File: config.mk
export PLATFORM = sky130hd
export DESIGN_NAME = avr_opcode_classifier
export DESIGN_NICKNAME = d
export VERILOG_FILES = /design/src/sv/aoc_pkg.sv /design/src/sv/aoc_match.sv /design/src/sv/aoc_prio.sv /design/src/sv/aoc_select.sv /design/src/sv/avr_opcode_classifier.sv
export SDC_FILE = /design/constraint.sdc
export NUM_CORES = 1
export LEC_CHECK = 0
export CELL_PAD_IN_SITES_DETAIL_PLACEMENT = 0
export CELL_PAD_IN_SITES_GLOBAL_PLACEMENT = 1
export CORE_UTILIZATION = 45
export CTS_CLUSTER_SIZE = 20
export DETAILED_ROUTE_END_ITERATION = 8
export DONT_BUFFER_PORTS = 1
export PLACE_DENSITY_LB_ADDON = 0.1
export SETUP_SLACK_MARGIN = 0.5
export SYNTH_ARGS = -nofsm -noshare
export SYNTH_HDL_FRONTEND = slang
export SYNTH_SLANG_ARGS = --single-unit
File: constraint.sdc
create_clock -name clk -period 18.5 [get_ports clk]
set_input_delay 5.55 -clock clk [delete_from_list [all_inputs] [get_ports clk]]
set_output_delay 5.55 -clock clk [all_outputs]
set_load 0.01 [all_outputs]
File: src/sv/aoc_pkg.sv
package aoc_pkg;

  localparam int OPC_COUNT     = 91;
  localparam int WORD_W        = 16;
  localparam int IDX_W         = 7;
  localparam int CYC_W         = 3;
  localparam int LEN_W         = 2;
  localparam logic [IDX_W-1:0] OPC_UNDEFINED = 7'd91;

  // Priority encode is split into groups of eight entries
  localparam int GRP_SIZE  = 8;
  localparam int GRP_IDX_W = 3;
  localparam int GRP_COUNT = (OPC_COUNT + GRP_SIZE - 1) / GRP_SIZE;
  localparam int MATCH_W   = GRP_COUNT * GRP_SIZE;

  localparam logic [WORD_W-1:0] OPC_CODE [OPC_COUNT] = '{
    16'h1c00, 16'h0c00, 16'h9600, 16'h2000, 16'h7000, 16'h9405, 16'h9488, 16'hf800,
    16'hf400, 16'hf000, 16'h9598, 16'h9408, 16'hfa00, 16'h940e, 16'h9800, 16'h9400,
    16'h1400, 16'h0400, 16'h3000, 16'h1000, 16'h940a, 16'h9519, 16'h9419, 16'h95d8,
    16'h9006, 16'h9007, 16'h2400, 16'h0308, 16'h0380, 16'h0388, 16'h9509, 16'h9409,
    16'hb000, 16'h9403, 16'h940c, 16'h900c, 16'h900d, 16'h900e, 16'h9009, 16'h900a,
    16'h8008, 16'h9001, 16'h9002, 16'h8000, 16'he000, 16'h9000, 16'h95c8, 16'h9004,
    16'h9005, 16'h9406, 16'h2c00, 16'h0100, 16'h9c00, 16'h0200, 16'h0300, 16'h9401,
    16'h0000, 16'h2800, 16'h6000, 16'hb800, 16'h900f, 16'h920f, 16'hd000, 16'h9508,
    16'h9518, 16'hc000, 16'h9407, 16'h0800, 16'h4000, 16'h9a00, 16'h9900, 16'h9b00,
    16'h9700, 16'hfc00, 16'hfe00, 16'h9588, 16'h95e8, 16'h920c, 16'h920d, 16'h920e,
    16'h9209, 16'h920a, 16'h8208, 16'h9201, 16'h9202, 16'h8200, 16'h9200, 16'h1800,
    16'h5000, 16'h9402, 16'h95a8
  };

  localparam logic [WORD_W-1:0] OPC_SEL [OPC_COUNT] = '{
    16'hfc00, 16'hfc00, 16'hff00, 16'hfc00, 16'hf000, 16'hfe0f, 16'hff8f, 16'hfe08,
    16'hfc00, 16'hfc00, 16'hffff, 16'hff8f, 16'hfe08, 16'hfe0e, 16'hff00, 16'hfe0f,
    16'hfc00, 16'hfc00, 16'hf000, 16'hfc00, 16'hfe0f, 16'hffff, 16'hffff, 16'hffff,
    16'hfe0f, 16'hfe0f, 16'hfc00, 16'hff88, 16'hff88, 16'hff88, 16'hffff, 16'hffff,
    16'hf800, 16'hfe0f, 16'hfe0e, 16'hfe0f, 16'hfe0f, 16'hfe0f, 16'hfe0f, 16'hfe0f,
    16'hd208, 16'hfe0f, 16'hfe0f, 16'hd208, 16'hf000, 16'hfe0f, 16'hffff, 16'hfe0f,
    16'hfe0f, 16'hfe0f, 16'hfc00, 16'hff00, 16'hfc00, 16'hff00, 16'hff88, 16'hfe0f,
    16'hffff, 16'hfc00, 16'hf000, 16'hf800, 16'hfe0f, 16'hfe0f, 16'hf000, 16'hffff,
    16'hffff, 16'hf000, 16'hfe0f, 16'hfc00, 16'hf000, 16'hff00, 16'hff00, 16'hff00,
    16'hff00, 16'hfe08, 16'hfe08, 16'hffff, 16'hffff, 16'hfe0f, 16'hfe0f, 16'hfe0f,
    16'hfe0f, 16'hfe0f, 16'hd208, 16'hfe0f, 16'hfe0f, 16'hd208, 16'hfe0f, 16'hfc00,
    16'hf000, 16'hfe0f, 16'hffff
  };

  localparam logic [CYC_W-1:0] OPC_CYC [OPC_COUNT] = '{
    3'd1, 3'd1, 3'd2, 3'd1, 3'd1, 3'd1, 3'd1, 3'd1, 3'd1, 3'd1, 3'd1, 3'd1, 3'd1,
    3'd4, 3'd2, 3'd1, 3'd1, 3'd1, 3'd1, 3'd1, 3'd1, 3'd4, 3'd2, 3'd3, 3'd3, 3'd3,
    3'd1, 3'd2, 3'd2, 3'd2, 3'd3, 3'd2, 3'd1, 3'd1, 3'd3, 3'd2, 3'd2, 3'd2, 3'd2,
    3'd2, 3'd2, 3'd2, 3'd2, 3'd2, 3'd1, 3'd2, 3'd3, 3'd3, 3'd3, 3'd1, 3'd1, 3'd1,
    3'd2, 3'd2, 3'd2, 3'd1, 3'd1, 3'd1, 3'd1, 3'd1, 3'd2, 3'd2, 3'd3, 3'd4, 3'd4,
    3'd2, 3'd1, 3'd1, 3'd1, 3'd2, 3'd1, 3'd1, 3'd2, 3'd1, 3'd1, 3'd1, 3'd1, 3'd2,
    3'd2, 3'd2, 3'd2, 3'd2, 3'd2, 3'd2, 3'd2, 3'd2, 3'd2, 3'd1, 3'd1, 3'd1, 3'd1
  };

  localparam logic [LEN_W-1:0] OPC_LEN [OPC_COUNT] = '{
    2'd1, 2'd1, 2'd1, 2'd1, 2'd1, 2'd1, 2'd1, 2'd1, 2'd1, 2'd1, 2'd1, 2'd1, 2'd1,
    2'd2, 2'd1, 2'd1, 2'd1, 2'd1, 2'd1, 2'd1, 2'd1, 2'd1, 2'd1, 2'd1, 2'd1, 2'd1,
    2'd1, 2'd1, 2'd1, 2'd1, 2'd1, 2'd1, 2'd1, 2'd1, 2'd2, 2'd1, 2'd1, 2'd1, 2'd1,
    2'd1, 2'd1, 2'd1, 2'd1, 2'd1, 2'd1, 2'd2, 2'd1, 2'd1, 2'd1, 2'd1, 2'd1, 2'd1,
    2'd1, 2'd1, 2'd1, 2'd1, 2'd1, 2'd1, 2'd1, 2'd1, 2'd1, 2'd1, 2'd1, 2'd1, 2'd1,
    2'd1, 2'd1, 2'd1, 2'd1, 2'd1, 2'd1, 2'd1, 2'd1, 2'd1, 2'd1, 2'd1, 2'd1, 2'd1,
    2'd1, 2'd1, 2'd1, 2'd1, 2'd1, 2'd1, 2'd1, 2'd1, 2'd2, 2'd1, 2'd1, 2'd1, 2'd1
  };

  // Per-group winner: hit flag, local position, and table numbers
  typedef struct packed {
    logic [GRP_COUNT-1:0]                hit;
    logic [GRP_COUNT-1:0][GRP_IDX_W-1:0] lidx;
    logic [GRP_COUNT-1:0][CYC_W-1:0]     cyc;
    logic [GRP_COUNT-1:0][LEN_W-1:0]     len;
  } grp_sum_t;

  typedef struct packed {
    logic [IDX_W-1:0] index;
    logic             defined;
    logic [CYC_W-1:0] cyc;
    logic [LEN_W-1:0] len;
  } cls_res_t;

  // Compare one word against every entry; padding bits stay clear
  function automatic logic [MATCH_W-1:0] opc_match(input logic [WORD_W-1:0] word);
    logic [MATCH_W-1:0] m;
    m = '0;
    for (int i = 0; i < OPC_COUNT; i++) begin
      m[i] = ((word & OPC_SEL[i]) == OPC_CODE[i]);
    end
    return m;
  endfunction

endpackage

File: src/sv/aoc_match.sv
module aoc_match (
  input  logic                         clk,
  input  logic                         rst,
  input  logic                         in_valid,
  output logic                         in_ready,
  input  logic [aoc_pkg::WORD_W-1:0]   in_word,
  output logic                         out_valid,
  input  logic                         out_ready,
  output logic [aoc_pkg::MATCH_W-1:0]  out_match
);

  logic                        word_valid;
  logic [aoc_pkg::WORD_W-1:0]  word;
  logic                        word_ready;
  logic                        in_ready_b;
  logic [aoc_pkg::MATCH_W-1:0] match_next;

  assign word_ready = !word_valid || in_ready_b;
  assign in_ready   = word_ready;

  assign in_ready_b = !out_valid || out_ready;

  // Input register stage
  always_ff @(posedge clk) begin
    if (rst) begin
      word_valid <= 1'b0;
    end else if (word_ready) begin
      word_valid <= in_valid;
    end
    if (word_ready && in_valid) begin
      word <= in_word;
    end
  end

  // Full compare against all entries
  always_comb begin
    match_next = aoc_pkg::opc_match(word);
  end

  always_ff @(posedge clk) begin
    if (rst) begin
      out_valid <= 1'b0;
    end else if (in_ready_b) begin
      out_valid <= word_valid;
    end
    if (in_ready_b && word_valid) begin
      out_match <= match_next;
    end
  end

endmodule

File: src/sv/aoc_prio.sv
module aoc_prio (
  input  logic                         clk,
  input  logic                         rst,
  input  logic                         in_valid,
  output logic                         in_ready,
  input  logic [aoc_pkg::MATCH_W-1:0]  in_match,
  output logic                         out_valid,
  input  logic                         out_ready,
  output aoc_pkg::grp_sum_t            out_sum
);

  aoc_pkg::grp_sum_t sum_next;

  assign in_ready = !out_valid || out_ready;

  // Highest match inside each group of eight, with its table numbers
  always_comb begin
    sum_next = '0;
    for (int g = 0; g < aoc_pkg::GRP_COUNT; g++) begin
      for (int j = 0; j < aoc_pkg::GRP_SIZE; j++) begin
        if (g * aoc_pkg::GRP_SIZE + j < aoc_pkg::OPC_COUNT) begin
          if (in_match[g * aoc_pkg::GRP_SIZE + j]) begin
            sum_next.hit[g]  = 1'b1;
            sum_next.lidx[g] = aoc_pkg::GRP_IDX_W'(j);
            sum_next.cyc[g]  = aoc_pkg::OPC_CYC[g * aoc_pkg::GRP_SIZE + j];
            sum_next.len[g]  = aoc_pkg::OPC_LEN[g * aoc_pkg::GRP_SIZE + j];
          end
        end
      end
    end
  end

  always_ff @(posedge clk) begin
    if (rst) begin
      out_valid <= 1'b0;
    end else if (in_ready) begin
      out_valid <= in_valid;
    end
    if (in_ready && in_valid) begin
      out_sum <= sum_next;
    end
  end

endmodule

File: src/sv/aoc_select.sv
module aoc_select (
  input  logic               clk,
  input  logic               rst,
  input  logic               in_valid,
  output logic               in_ready,
  input  aoc_pkg::grp_sum_t  in_sum,
  output logic               out_valid,
  input  logic               out_ready,
  output aoc_pkg::cls_res_t  out_res
);

  aoc_pkg::cls_res_t res_next;

  assign in_ready = !out_valid || out_ready;

  // Highest hitting group wins; no hit means undefined opcode
  always_comb begin
    res_next.index   = aoc_pkg::OPC_UNDEFINED;
    res_next.defined = 1'b0;
    res_next.cyc     = '0;
    res_next.len     = '0;
    for (int g = 0; g < aoc_pkg::GRP_COUNT; g++) begin
      if (in_sum.hit[g]) begin
        res_next.index   = aoc_pkg::IDX_W'(g * aoc_pkg::GRP_SIZE)
                         | aoc_pkg::IDX_W'(in_sum.lidx[g]);
        res_next.defined = 1'b1;
        res_next.cyc     = in_sum.cyc[g];
        res_next.len     = in_sum.len[g];
      end
    end
  end

  // Output register: holds the result until taken
  always_ff @(posedge clk) begin
    if (rst) begin
      out_valid <= 1'b0;
    end else if (in_ready) begin
      out_valid <= in_valid;
    end
    if (in_ready && in_valid) begin
      out_res <= res_next;
    end
  end

endmodule

File: src/sv/avr_opcode_classifier.sv
// AVR8 opcode classifier: each beat on s_* carries one 16-bit instruction word; each beat on
// m_* gives the list position of the matching opcode entry (latest entry wins on overlap),
// its cycle count and word length, or position 91 with zero numbers when nothing matches.
// A beat can be accepted every clock cycle unless a stall at m_* has filled the pipe.
// Each beat passes through input register, full opcode compare, per-group priority encode,
// and output select. Each stage holds on its own when the downstream side stalls, so bubbles
// inside the pipe still let new beats in while a result waits at the output.
module avr_opcode_classifier (
  input  logic        clk,
  input  logic        rst,
  input  logic        s_tvalid,
  output logic        s_tready,
  input  logic [15:0] s_tdata,   // [15:0] instruction_word
  output logic        m_tvalid,
  input  logic        m_tready,
  output logic [15:0] m_tdata,   // [6:0] instruction_index, [9:7] cycle_count,
                                 // [11:10] word_length, [15:12] zero
  output logic        m_tuser    // [0] is_defined
);

  logic                        match_valid;
  logic                        match_ready;
  logic [aoc_pkg::MATCH_W-1:0] match_vec;
  logic                        sum_valid;
  logic                        sum_ready;
  aoc_pkg::grp_sum_t           sum;
  aoc_pkg::cls_res_t           res;

  aoc_match u_match (
    .clk       (clk),
    .rst       (rst),
    .in_valid  (s_tvalid),
    .in_ready  (s_tready),
    .in_word   (s_tdata),
    .out_valid (match_valid),
    .out_ready (match_ready),
    .out_match (match_vec)
  );

  aoc_prio u_prio (
    .clk       (clk),
    .rst       (rst),
    .in_valid  (match_valid),
    .in_ready  (match_ready),
    .in_match  (match_vec),
    .out_valid (sum_valid),
    .out_ready (sum_ready),
    .out_sum   (sum)
  );

  aoc_select u_select (
    .clk       (clk),
    .rst       (rst),
    .in_valid  (sum_valid),
    .in_ready  (sum_ready),
    .in_sum    (sum),
    .out_valid (m_tvalid),
    .out_ready (m_tready),
    .out_res   (res)
  );

  // Pack result beat
  assign m_tdata = {4'b0000, res.len, res.cyc, res.index};
  assign m_tuser = res.defined;

endmodule

# After elaboration in Yosys (flattened, before gate mapping)
# Index checks and enable logic that the tools add are counted.
[op_classes]
eq_ne = 90
mux = 187
reduce_logical = 56
[op_table]
columns = ["op", "count"]
rows = [
  ["$eq 11x11->1 const B", 30],
  ["$eq 16x16->1 const B", 12],
  ["$mux 2", 85],
  ["$mux 13", 8],
  ["$mux 1", 87],
  ["$eq 8x8->1 const B", 10],
  ["$reduce_or 7->1", 11],
  ["$reduce_or 4->1", 12],
  ["$eq 10x4->1 const B", 4],
  ["$eq 5x5->1 const B", 6],
  ["$eq 13x13->1 const B", 2],
  ["$reduce_or 2->1", 13],
  ["$eq 6x3->1 const B", 4],
  ["$eq 6x4->1 const B", 4],
  ["$mux 11", 2],
  ["$eq 10x10->1 const B", 2],
  ["$eq 6x6->1 const B", 3],
  ["$eq 4x3->1 const B", 4],
  ["$logic_not 16->1", 1],
  ["$reduce_or 5->1", 3],
  ["$eq 4x4->1 const B", 3],
  ["$eq 6x2->1 const B", 2],
  ["$reduce_or 11->1", 1],
  ["$mux 10", 1],
  ["11 further kinds", 23],
]
[word_totals]
regBits = 232
input_bits = 20
output_inout_bits = 19
word_cells = 429

# Logic depth before layout (Yosys ltp)
# Gate-level depths: netlist of the first run.
[depth]
word_depth = 12
depth_mapped = 7
mapped_depth_nobuf = 5

# Modules after synthesis
# From an unflattened synthesis of the first run, not the netlist that was laid out.
[hier_totals]
cells_unflattened = 774
hier_area_um2 = 9461.6
[modules_own_cells]
columns = ["mod", "n_inst", "cells_each", "area_each_um2", "seq_area_each_um2"]
rows = [
  ["aoc_match", 1, 294, 4399.2, 3253.1],
  ["aoc_prio", 1, 292, 3573.4, 2422.3],
  ["aoc_select", 1, 183, 1455.1, 410.4],
  ["avr_opcode_classifier", 1, 5, 33.8, 0.0],
]

# Least setup slack after synthesis of the first run
# No wires, ideal clock.
[synth_path]
path_type = "input -> register"
startpoint = "in m_tready"
endpoint = "reg u_prio.out_sum[0] (netlist name) (enable)"
setup_time_ps = 641
arrival_time_ps = 11439
t_required_ps = 17859
path_slack_ps = 6420
stages = 2
n_path_buf = 0
path_cell_list = "nor2b_1 -> a21boi_0"
[synth_via]
elab_chain_cells = 3
[synth_lines]
columns = ["item", "line", "text"]
rows = [
  ["start: declaration", "avr_opcode_classifier.sv:15", "input logic m_tready,"],
  ["$logic_or 1x1->1", "aoc_select.sv:14", "assign in_ready = !out_valid || out_ready;"],
  ["$logic_or 1x1->1", "aoc_prio.sv:14", "assign in_ready = !out_valid || out_ready;"],
  ["$logic_and 1x1->1", "aoc_prio.sv:39", "if (in_ready && in_valid) begin"],
  ["end signal: assignment", "aoc_prio.sv:40", "out_sum <= sum_next;"],
  ["end: declaration", "aoc_prio.sv:9", "output aoc_pkg::grp_sum_t out_sum"],
]
# No other way between the ends.
# A chain may end at the register's enable or synchronous reset.

# Final worst setup path of the first run
[layout_path]
startpoint = "in m_tready"
endpoint = "out s_tready"
[layout_via]
elab_chain_cells = 4
[layout_lines]
columns = ["item", "line", "text"]
rows = [
  ["$logic_or 1x1->1", "aoc_select.sv:14", ""],
  ["$logic_or 1x1->1", "aoc_prio.sv:14", ""],
  ["$logic_or 1x1->1", "aoc_match.sv:21", "assign in_ready_b = !out_valid || out_ready;"],
  ["$logic_or 1x1->1", "aoc_match.sv:18", "assign word_ready = !word_valid || in_ready_b;"],
  ["end: declaration", "avr_opcode_classifier.sv:12", "output logic s_tready,"],
]
# No other way between the ends.

==> metrics, run 1 <==
Crit Path Max Fanout=5; Post-DP HPWL=14.2 mm; via count=5,373; cell chain of the critical path=nor2b_1 -> and3_1 -> nand2_1; first-pass GRT wire length=29.4 mm; CP Data Arrival Time=6400 ps; maximum VDD drop=0.0744 mV; # diodes=0; hold_ws=500 ps; CP startpoint kind=primary input; Yosys reg bits=204; Yosys cell types=59; RSZ-0062 raised after global routing=no; Placer Congestion=0.803; CTS resizes=0; vias in the first global route=4,999; final core utilization=51.4%; Post-DRT Antenna Nets=0; xor/xnor share of the synthesized area=0%; slowest CP cell=and3_1; Final Slew Violations=0; DR vias/cell=5.41; gr usage total=20.0%; initial antenna violation count=0; Post-synth EDFFs=200; Hold Violations, Final=0; Sinks on Clock Net=204; worst setup path endpoint=s_tready; ys flop type=edfxtp_1; Power Density=101 mW/mm2; CP Data Required Time=12,950 ps; dpl cells=955; post-synthesis sequential area ratio=69.7%; clock edge transition at the registers on the reported setup and hold paths=60 ps; origin of the worst setup path=m_tready; Die X=141 um; TritonCTS clock tree=yes; drt total wl=19.5 mm; Slew headroom=26.6%; router iterations before antenna repair=5; die area=0.0200 mm2; pin count of the biggest net entering global routing=92; FF-to-FF End=u_match.out_match[73]; DRC=0; synthesized area=0.00873 mm2; Worst Clk Skew=8.30 ps; post-route minimum period=11,950 ps; Starting Density=46.4%; PortBufs=0; die height=141 um; nets=739; adder-cell share of the synthesized area=0%; final worst-path cycle share=64.6%; Post-Layout Cell Count=994; Post-Synth Simple-Gate Area=19.5%; CTS root buf=clkbuf_16; average wire per standard cell=19.6 um; synthesized instance count=718; Filler cells=1,593; Lkg Pwr=0.00361 uW; P&R area growth vs syn=10.9%; Crit path largest cell delay=350 ps; largest family of logic cells by synthesized area=simple AND/OR/NAND/NOR gates; area of the multi-input gates=0.00245 mm2; clock latency on the worst-skew pair=500 ps; mux contribution to synthesized area=0.115%; register area=0.00609 mm2; status=finished, final reports clean; H-tree level count=1; Num CTS Buffers=22; drt initial violations=557; Core Rows=50; Tightest Hold Check Type=reg2reg; share of layout cells above drive strength 1=7.22%; core area=0.0188 mm2; FMAX=0.0837 GHz; Crit Path Category=in2out; Setup-failing EPs final=0; GRT overflow=0; IO Pins=39; Clock Path Buffers=3; Setup TNS=0 ps; CP Capture Type=output pin; number of hold buffers added after CTS=0; max cap viols=0; Worst Max-Slew Pin Slew=1100 ps; yosys warns=0; FFs w/ async S/R, synth=0%; total setup buffers inserted after CTS=0; Reg-to-Reg Start=u_select.out_valid; reg2reg path depth=4; Synth Area per Inst=12.2 um2; R2R setup slack=16,300 ps; post-synthesis compound-gate area fraction=8.08%
==> synth_stat cells, types with 2 or more instances <==
cell type | instances | share of area, %
buf_1 | 2 | 0.086
a211oi_1 | 2 | 0.17
nor3b_1 | 6 | 0.52
nor4b_1 | 2 | 0.20
o21bai_1 | 14 | 1.2
o31ai_1 | 4 | 0.34
clkbuf_1 | 16 | 0.69
nand2b_1 | 20 | 1.4
or4_1 | 3 | 0.26
nand2_1 | 52 | 2.2
edfxtp_1 | 200 | 69
a22oi_1 | 2 | 0.17
o21ai_0 | 37 | 2.1
inv_1 | 23 | 0.99
buf_2 | 5 | 0.29
buf_4 | 4 | 0.34
or2_2 | 5 | 0.36
nand4b_1 | 2 | 0.20
nand3_1 | 9 | 0.52
a22o_1 | 2 | 0.20
nor2b_1 | 14 | 1.0
nor3_1 | 36 | 2.1
nor3_2 | 2 | 0.23
nor4_1 | 11 | 0.79
a221oi_1 | 4 | 0.40
a211o_1 | 2 | 0.20
dfxtp_1 | 4 | 0.92
and2_1 | 4 | 0.29
nand3b_1 | 5 | 0.43
and3_1 | 4 | 0.29
or3_1 | 7 | 0.50
nand4_1 | 4 | 0.29
a31oi_1 | 4 | 0.29
a21oi_1 | 36 | 2.1
nor2_1 | 146 | 6.3
nor2_4 | 2 | 0.26
==> state kept, by name, indices dropped and copies added, names as in the netlist <==
register	flops
u_select.out_valid	1
u_prio.out_valid	1
u_match.out_valid	1
u_match.word	16
u_select.out_res	13
u_prio.out_sum	80
u_match.word_valid	1
u_match.out_match	91
==> how the worst min path moves through the flow <==
| stage | endpoint | slack [ps] | start | cells after the start |
|---|---|---|---|---|
| 2_1_floorplan | u_prio.out_sum[94] | 440 | u_match.out_match[90] | 0 |
| 3_3_place_gp | u_prio.out_valid | 460 | u_match.out_valid | 2 |
| 3_5_place_dp | u_prio.out_valid | 480 | u_match.out_valid | 2 |
| 4_1_cts | u_prio.out_valid | 500 | u_match.out_valid | 2 |
| 5_1_grt | u_prio.out_valid | 540 | u_match.out_valid | 2 |
| 6_report | u_prio.out_valid | 500 | u_match.out_valid | 2 |
==> power by group <==
group	internal, uW	leakage [uW]	switching (uW)	total, uW
Clock	259	0.000342	170	429
Sequential	512	0.00223	10.4	523
Combinational	5.76	0.00103	16.4	22.1
==> final cells by class <==
class | count | share of cell area [%]
Sequential cell | 204 | 62.9
Multi-Input combinational cell | 465 | 25.3
Clock buffer | 31 | 6.36
Tap cell | 260 | 3.36
Clock inverter | 8 | 0.931
Inverter | 23 | 0.892
Timing Repair Buffer | 3 | 0.233
==> metal layers <==
layer	routed length [um]	GRT usage, %	vias up
met5	0	0	-
met4	639	6.46	0
met1	9220	29.2	2531
met3	928	2.80	33
li1	-	-	2619
met2	8700	30.9	190
==> critical path, delay by kind of cell <==
family           cells  cell delay (ps)
AND/OR/NAND/NOR      3              850
==> placed cells by master (no fill, tap or decap), drive strengths merged, types with 11 or more instances in the layout <==
cell / netlist / routed
nor2b: 14 / 14
nand2b: 21 / 21
nor2: 149 / 149
clkbuf: 17 / 31
inv: 23 / 23
o21ai: 37 / 37
nand2: 52 / 52
edfxtp: 200 / 200
o21bai: 14 / 14
a21oi: 36 / 36
nor4: 11 / 11
nor3: 39 / 39
==> logic make-up after synthesis <==
logic type      after synthesis
buf+inv                      52
other cells                   1
compound gates              116
simple gates                344
flops                       204
mux                           1
==> through the flow <==
step,worst slack (ps),cell area [um2],power [uW]
after floorplan,6420,8740,549
after global placement,6590,8970,554
after detailed placement,6550,8970,555
after CTS,6550,9680,981
after global routing,6470,9680,1000
final,6550,9680,974
No activity file was read; power rests on OpenSTA's default activity.
==> inputs of run 2 (changes only) <==
==> constraint.sdc (replaced) <==
create_clock -name clk -period 10.4 [get_ports clk]
set_input_delay 3.12 -clock clk [delete_from_list [all_inputs] [get_ports clk]]
set_output_delay 3.12 -clock clk [all_outputs]
set_load 0.01 [all_outputs]
==> metrics, run 2 (synthesis results as in run 1) <==
Hold Violations, Final=0 (unchanged); die height=141 um (unchanged); Reg-to-Reg Start=u_select.out_valid; die area=0.0200 mm2 (unchanged); Tightest Hold Check Type=reg2reg; slowest CP cell=and3_1; PortBufs=0 (unchanged); IO Pins=39 (unchanged); final core utilization=51.3% (-0.080 points); Setup-failing EPs final=0 (unchanged); FF-to-FF End=u_match.out_match[78]; TritonCTS clock tree=yes; clock latency on the worst-skew pair=490 ps (about the same); Num CTS Buffers=22 (unchanged); cell chain of the critical path=nor2b_1 -> and3_1 -> nand2_1; total setup buffers inserted after CTS=0 (unchanged); Die X=141 um (unchanged); post-route minimum period=7080 ps; Cell Area, Placed=0.00897 mm2 (unchanged); Sinks on Clock Net=204 (unchanged); Lkg Pwr=0.00360 uW (-0.25%); CP Data Required Time=7280 ps (-5670 ps); H-tree level count=1 (unchanged); final instance area=0.00966 mm2 (-0.16%); Worst Max-Slew Pin Slew=1100 ps (-2.69 ps); Crit path largest cell delay=350 ps (about the same); R2R setup slack=8210 ps (-8090 ps); Crit Path Category=in2out; average wire per standard cell=19.6 um (-0.18%); Setup TNS=0 ps (unchanged); initial antenna violation count=0 (unchanged); worst setup path endpoint=s_tready; maximum VDD drop=0.128 mV (+72%); Worst Path Buf+Inv=0 (unchanged); first-pass GRT wire length=29.6 mm (+0.63%); CTS resizes=0 (unchanged); FMAX=0.141 GHz; core area=0.0188 mm2 (unchanged); Power Density=178 mW/mm2 (+77%); DRC=0 (unchanged); CP startpoint kind=primary input; Starting Density=46.4% (unchanged); number of hold buffers added after CTS=0 (unchanged); P&R area growth vs syn=10.7%; Core Rows=50 (unchanged); nets=739 (unchanged); Placer Congestion=0.811 (+0.98%); RSZ-0062 raised after global routing=no; clock edge transition at the registers on the reported setup and hold paths=60 ps (about the same); biggest registers after layout=u_match.out_match: 91 flops, u_prio.out_sum: 80 flops, u_match.word: 16 flops; pin count of the biggest net entering global routing=92 (unchanged); reg2reg path depth=4 (unchanged); final worst-path cycle share=68.1%; DR vias/cell=5.38 (-0.48%); share of layout cells above drive strength 1=6.96% (-0.26 points); Post-DP HPWL=14.1 mm (-0.52%); # diodes=0 (unchanged); via count=5,342 (-0.58%); hold depth=2 (unchanged); Slew headroom=26.8% (+0.18 points); router iterations before antenna repair=5 (unchanged); Final Slew Violations=0 (unchanged); Worst Clk Skew=10.6 ps (+2.30 ps); vias in the first global route=4,980 (-0.38%); most common cell after layout, fill and taps aside=edfxtp_1; origin of the worst setup path=m_tready; CP Capture Type=output pin; drt total wl=19.4 mm (-0.28%); status=finished, final reports clean; Placement Setup Slack=3320 ps (-3230 ps); drt initial violations=495 (-11%); GRT overflow=0 (unchanged); max cap viols=0 (unchanged); worst setup margin=3320 ps (-3230 ps); critical path's top delay family=simple AND/OR/NAND/NOR gates; CP Data Arrival Time=3960 ps (-2440 ps); CTS root buf=clkbuf_16; cell count along the critical path=3 (unchanged); most frequent cells in the layout=edfxtp_1 (200), nor2_1 (146), nand2_1 (52); max FFs per register=91 (unchanged); gr usage total=20.1% (+0.14 points); Post-DRT Antenna Nets=0 (unchanged); Top reg by flops=u_match.out_match; Clock Path Buffers=3 (unchanged); Crit Path Max Fanout=5 (unchanged)
[run 2: cell count changes in the layout (fill, tap and decap cells not counted)]
cell and change:
clkinv_1 +2, clkinv_2 -1, clkbuf_8 -1, clkbuf_1 -1
[run 2: cell type report]
| type | instances | area [um2] |
|---|---|---|
| clock inverters | 9 | 92.6 |
| well taps | 260 | 325 |
| multi-input cells | 465 | 2450 |
| fillers | 1634 | 9170 |
| flip-flops and latches | 204 | 6090 |
| clock buffers | 29 | 598 |
| repair buffers | 3 | 22.5 |
| inverters | 23 | 86.3 |
[run 2: tightest hold or removal path, stage by stage, from the launching register on]
cell	delay, ps
dfxtp_1	340
a21oi_1	50
nor2_1	70
[run 2: power breakdown]
group	switching, uW	internal, uW
Clock	298	452
Sequential	18.3	912
Combinational	29.2	10.2
[run 2: how the worst min path moves through the flow]
stage | slack, ps | start | endpoint
finish | 480 | u_match.out_valid | u_prio.out_valid
detailed placement | 480 | u_match.out_valid | u_prio.out_valid
global placement | 460 | u_match.out_valid | u_prio.out_valid
CTS | 490 | u_match.out_valid | u_prio.out_valid
floorplan | 440 | u_match.out_match[90] | u_prio.out_sum[94]
global route | 530 | u_match.out_valid | u_prio.out_valid
[run 2: per-stage QoR]
stage	power, uW	cells	hold slack (ps)
global placement	986	955	462
finish	1720	993	484
detailed placement	987	955	478
floorplan	977	721	444
global route	1770	993	525
CTS	1730	993	492
[run 2: per-layer routing]
layer / vias to the layer above / wire length (um) / track usage [%] / part of all wire [%]
li1: 2624 / - / - / -
met1: 2539 / 9330 / 29.5 / 48
met2: 151 / 8870 / 31.2 / 46
met3: 28 / 819 / 2.87 / 4.2
met4: 0 / 420 / 5.95 / 2.2
met5: - / 0 / 0 / 0
==> inputs of run 3 (changes only) <==
==> constraint.sdc (replaced) <==
create_clock -name clk -period 6.2 [get_ports clk]
set_input_delay 1.86 -clock clk [delete_from_list [all_inputs] [get_ports clk]]
set_output_delay 1.86 -clock clk [all_outputs]
set_load 0.01 [all_outputs]
==> metrics, run 3 (synthesis results as in run 1) <==
biggest registers after layout=u_match.out_match: 91 flops, u_prio.out_sum: 80 flops, u_match.word: 16 flops; vias in the first global route=5,095 (+2.3%); Clock Path Buffers=3 (unchanged); most common cell after layout, fill and taps aside=edfxtp_1; Setup-failing EPs final=0 (unchanged); die height=141 um (unchanged); CP Capture Type=output pin; PortBufs=0 (unchanged); status=finished, final reports clean; most frequent cells in the layout=edfxtp_1 (200), nor2_1 (146), nand2_1 (52); P&R area growth vs syn=11.0%; total setup buffers inserted after CTS=0 (unchanged); max FFs per register=91 (unchanged); Setup TNS=0 ps (unchanged); clock edge transition at the registers on the reported setup and hold paths=60 ps (about the same); DRC=0 (unchanged); drt initial violations=577 (+17%); FMAX=0.216 GHz; RSZ-0062 raised after global routing=no; Post-DP HPWL=14.4 mm (+2.0%); TritonCTS clock tree=yes; IO Pins=39 (unchanged); Power Density=302 mW/mm2 (+70%); CTS resizes=0 (unchanged); pin count of the biggest net entering global routing=81 (-12%); Core Rows=50 (unchanged); average wire per standard cell=19.4 um (-0.73%); router iterations before antenna repair=5 (unchanged); Worst Clk Skew=11.6 ps (+1.03 ps); number of hold buffers added after CTS=0 (unchanged); # diodes=0 (unchanged); initial antenna violation count=0 (unchanged); Sinks on Clock Net=204 (unchanged); clock latency on the worst-skew pair=500 ps (about the same); Hold Violations, Final=0 (unchanged); share of layout cells above drive strength 1=7.23% (+0.27 points); Filler cells=1,660 (+1.6%); GRT overflow=0 (unchanged); maximum VDD drop=0.180 mV (+41%); Starting Density=46.4% (unchanged); CTS root buf=clkbuf_16; Top reg by flops=u_match.out_match; gr usage total=20.1% (about the same); Final Slew Violations=0 (unchanged); Placer Congestion=0.808 (-0.36%); max cap viols=0 (unchanged); CP startpoint kind=primary input; core area=0.0188 mm2 (unchanged); final worst-path cycle share=74.5%; nets=739 (unchanged); Crit Path Max Fanout=5 (unchanged); die area=0.0200 mm2 (unchanged); Slew headroom=31.1% (+4.3 points); H-tree level count=1 (unchanged); Tightest Hold Check Type=reg2reg; CP Data Arrival Time=2760 ps (-1200 ps); Die X=141 um (unchanged); Num CTS Buffers=22 (unchanged); CP Data Required Time=4340 ps (-2940 ps); via count=5,423 (+1.5%); post-route minimum period=4620 ps; hold_ws=513 ps (+28.3 ps); Crit Path Category=in2out; drt total wl=19.3 mm (-0.73%); first-pass GRT wire length=29.5 mm (-0.21%); Lkg Pwr=0.00362 uW (+0.51%); Worst Max-Slew Pin Slew=1030 ps (-67.0 ps); DR vias/cell=5.46 (+1.5%); Post-DRT Antenna Nets=0 (unchanged)
## run 3: cell count changes in the layout (fill, tap and decap cells not counted), sizes merged
cell and change:
clkinvlp -1, bufinv +1
## run 3: metal layers
metal	track usage (%)	share of wire (%)	up-vias	wire, um
met5	0	0	-	0
met4	7.67	3.5	0	673
met2	31.7	46	173	8820
met3	3.00	4.4	36	848
li1	-	-	2620	-
met1	28.4	46	2594	8950
## run 3: area by class of cell
class	instances	area, um2	share of cell area [%]
Multi-Input combinational cell	465	2450	25.3
Inverter	23	86.3	0.891
Clock inverter	9	118	1.21
Sequential cell	204	6090	62.8
Timing Repair Buffer	3	22.5	0.232
Tap cell	260	325	3.36
Clock buffer	29	598	6.17
## run 3: per-stage QoR
stage	cells	utilization [%]	power [uW]	instance area [um2]	setup slack (ps)
floorplan	721	-	1630	8750	1220
detailed placement	955	47.7	1660	8970	1590
finish	993	51.5	2920	9690	1580
global route	993	51.5	3010	9690	1480
CTS	993	51.5	2950	9690	1590
global placement	955	47.7	1650	8970	1670
## run 3: worst max-delay path: stages
cell	delay [ps]
nor2b_1	370
and3_1	360
nand2_1	170
## run 3: final timing paths
kind / from / end / slack, ps / depth (start not counted)
worst max register to register: u_select.out_valid / u_match.out_match[77] / 3670 / 4
worst max-delay path: m_tready / s_tready / 1580 / 3
worst min-delay path: u_match.out_match[88] / u_prio.out_sum[107] / 510 / 1
worst min register to register: u_match.out_match[88] / u_prio.out_sum[107] / 510 / 1
## run 3: power breakdown
| part | switching, uW | internal [uW] | leakage (uW) |
|---|---|---|---|
| Clock | 497 | 799 | 0.000352 |
| Sequential | 30.6 | 1530 | 0.00223 |
| Combinational | 50.0 | 17.4 | 0.00103 |
| Total | 578 | 2350 | 0.00362 |
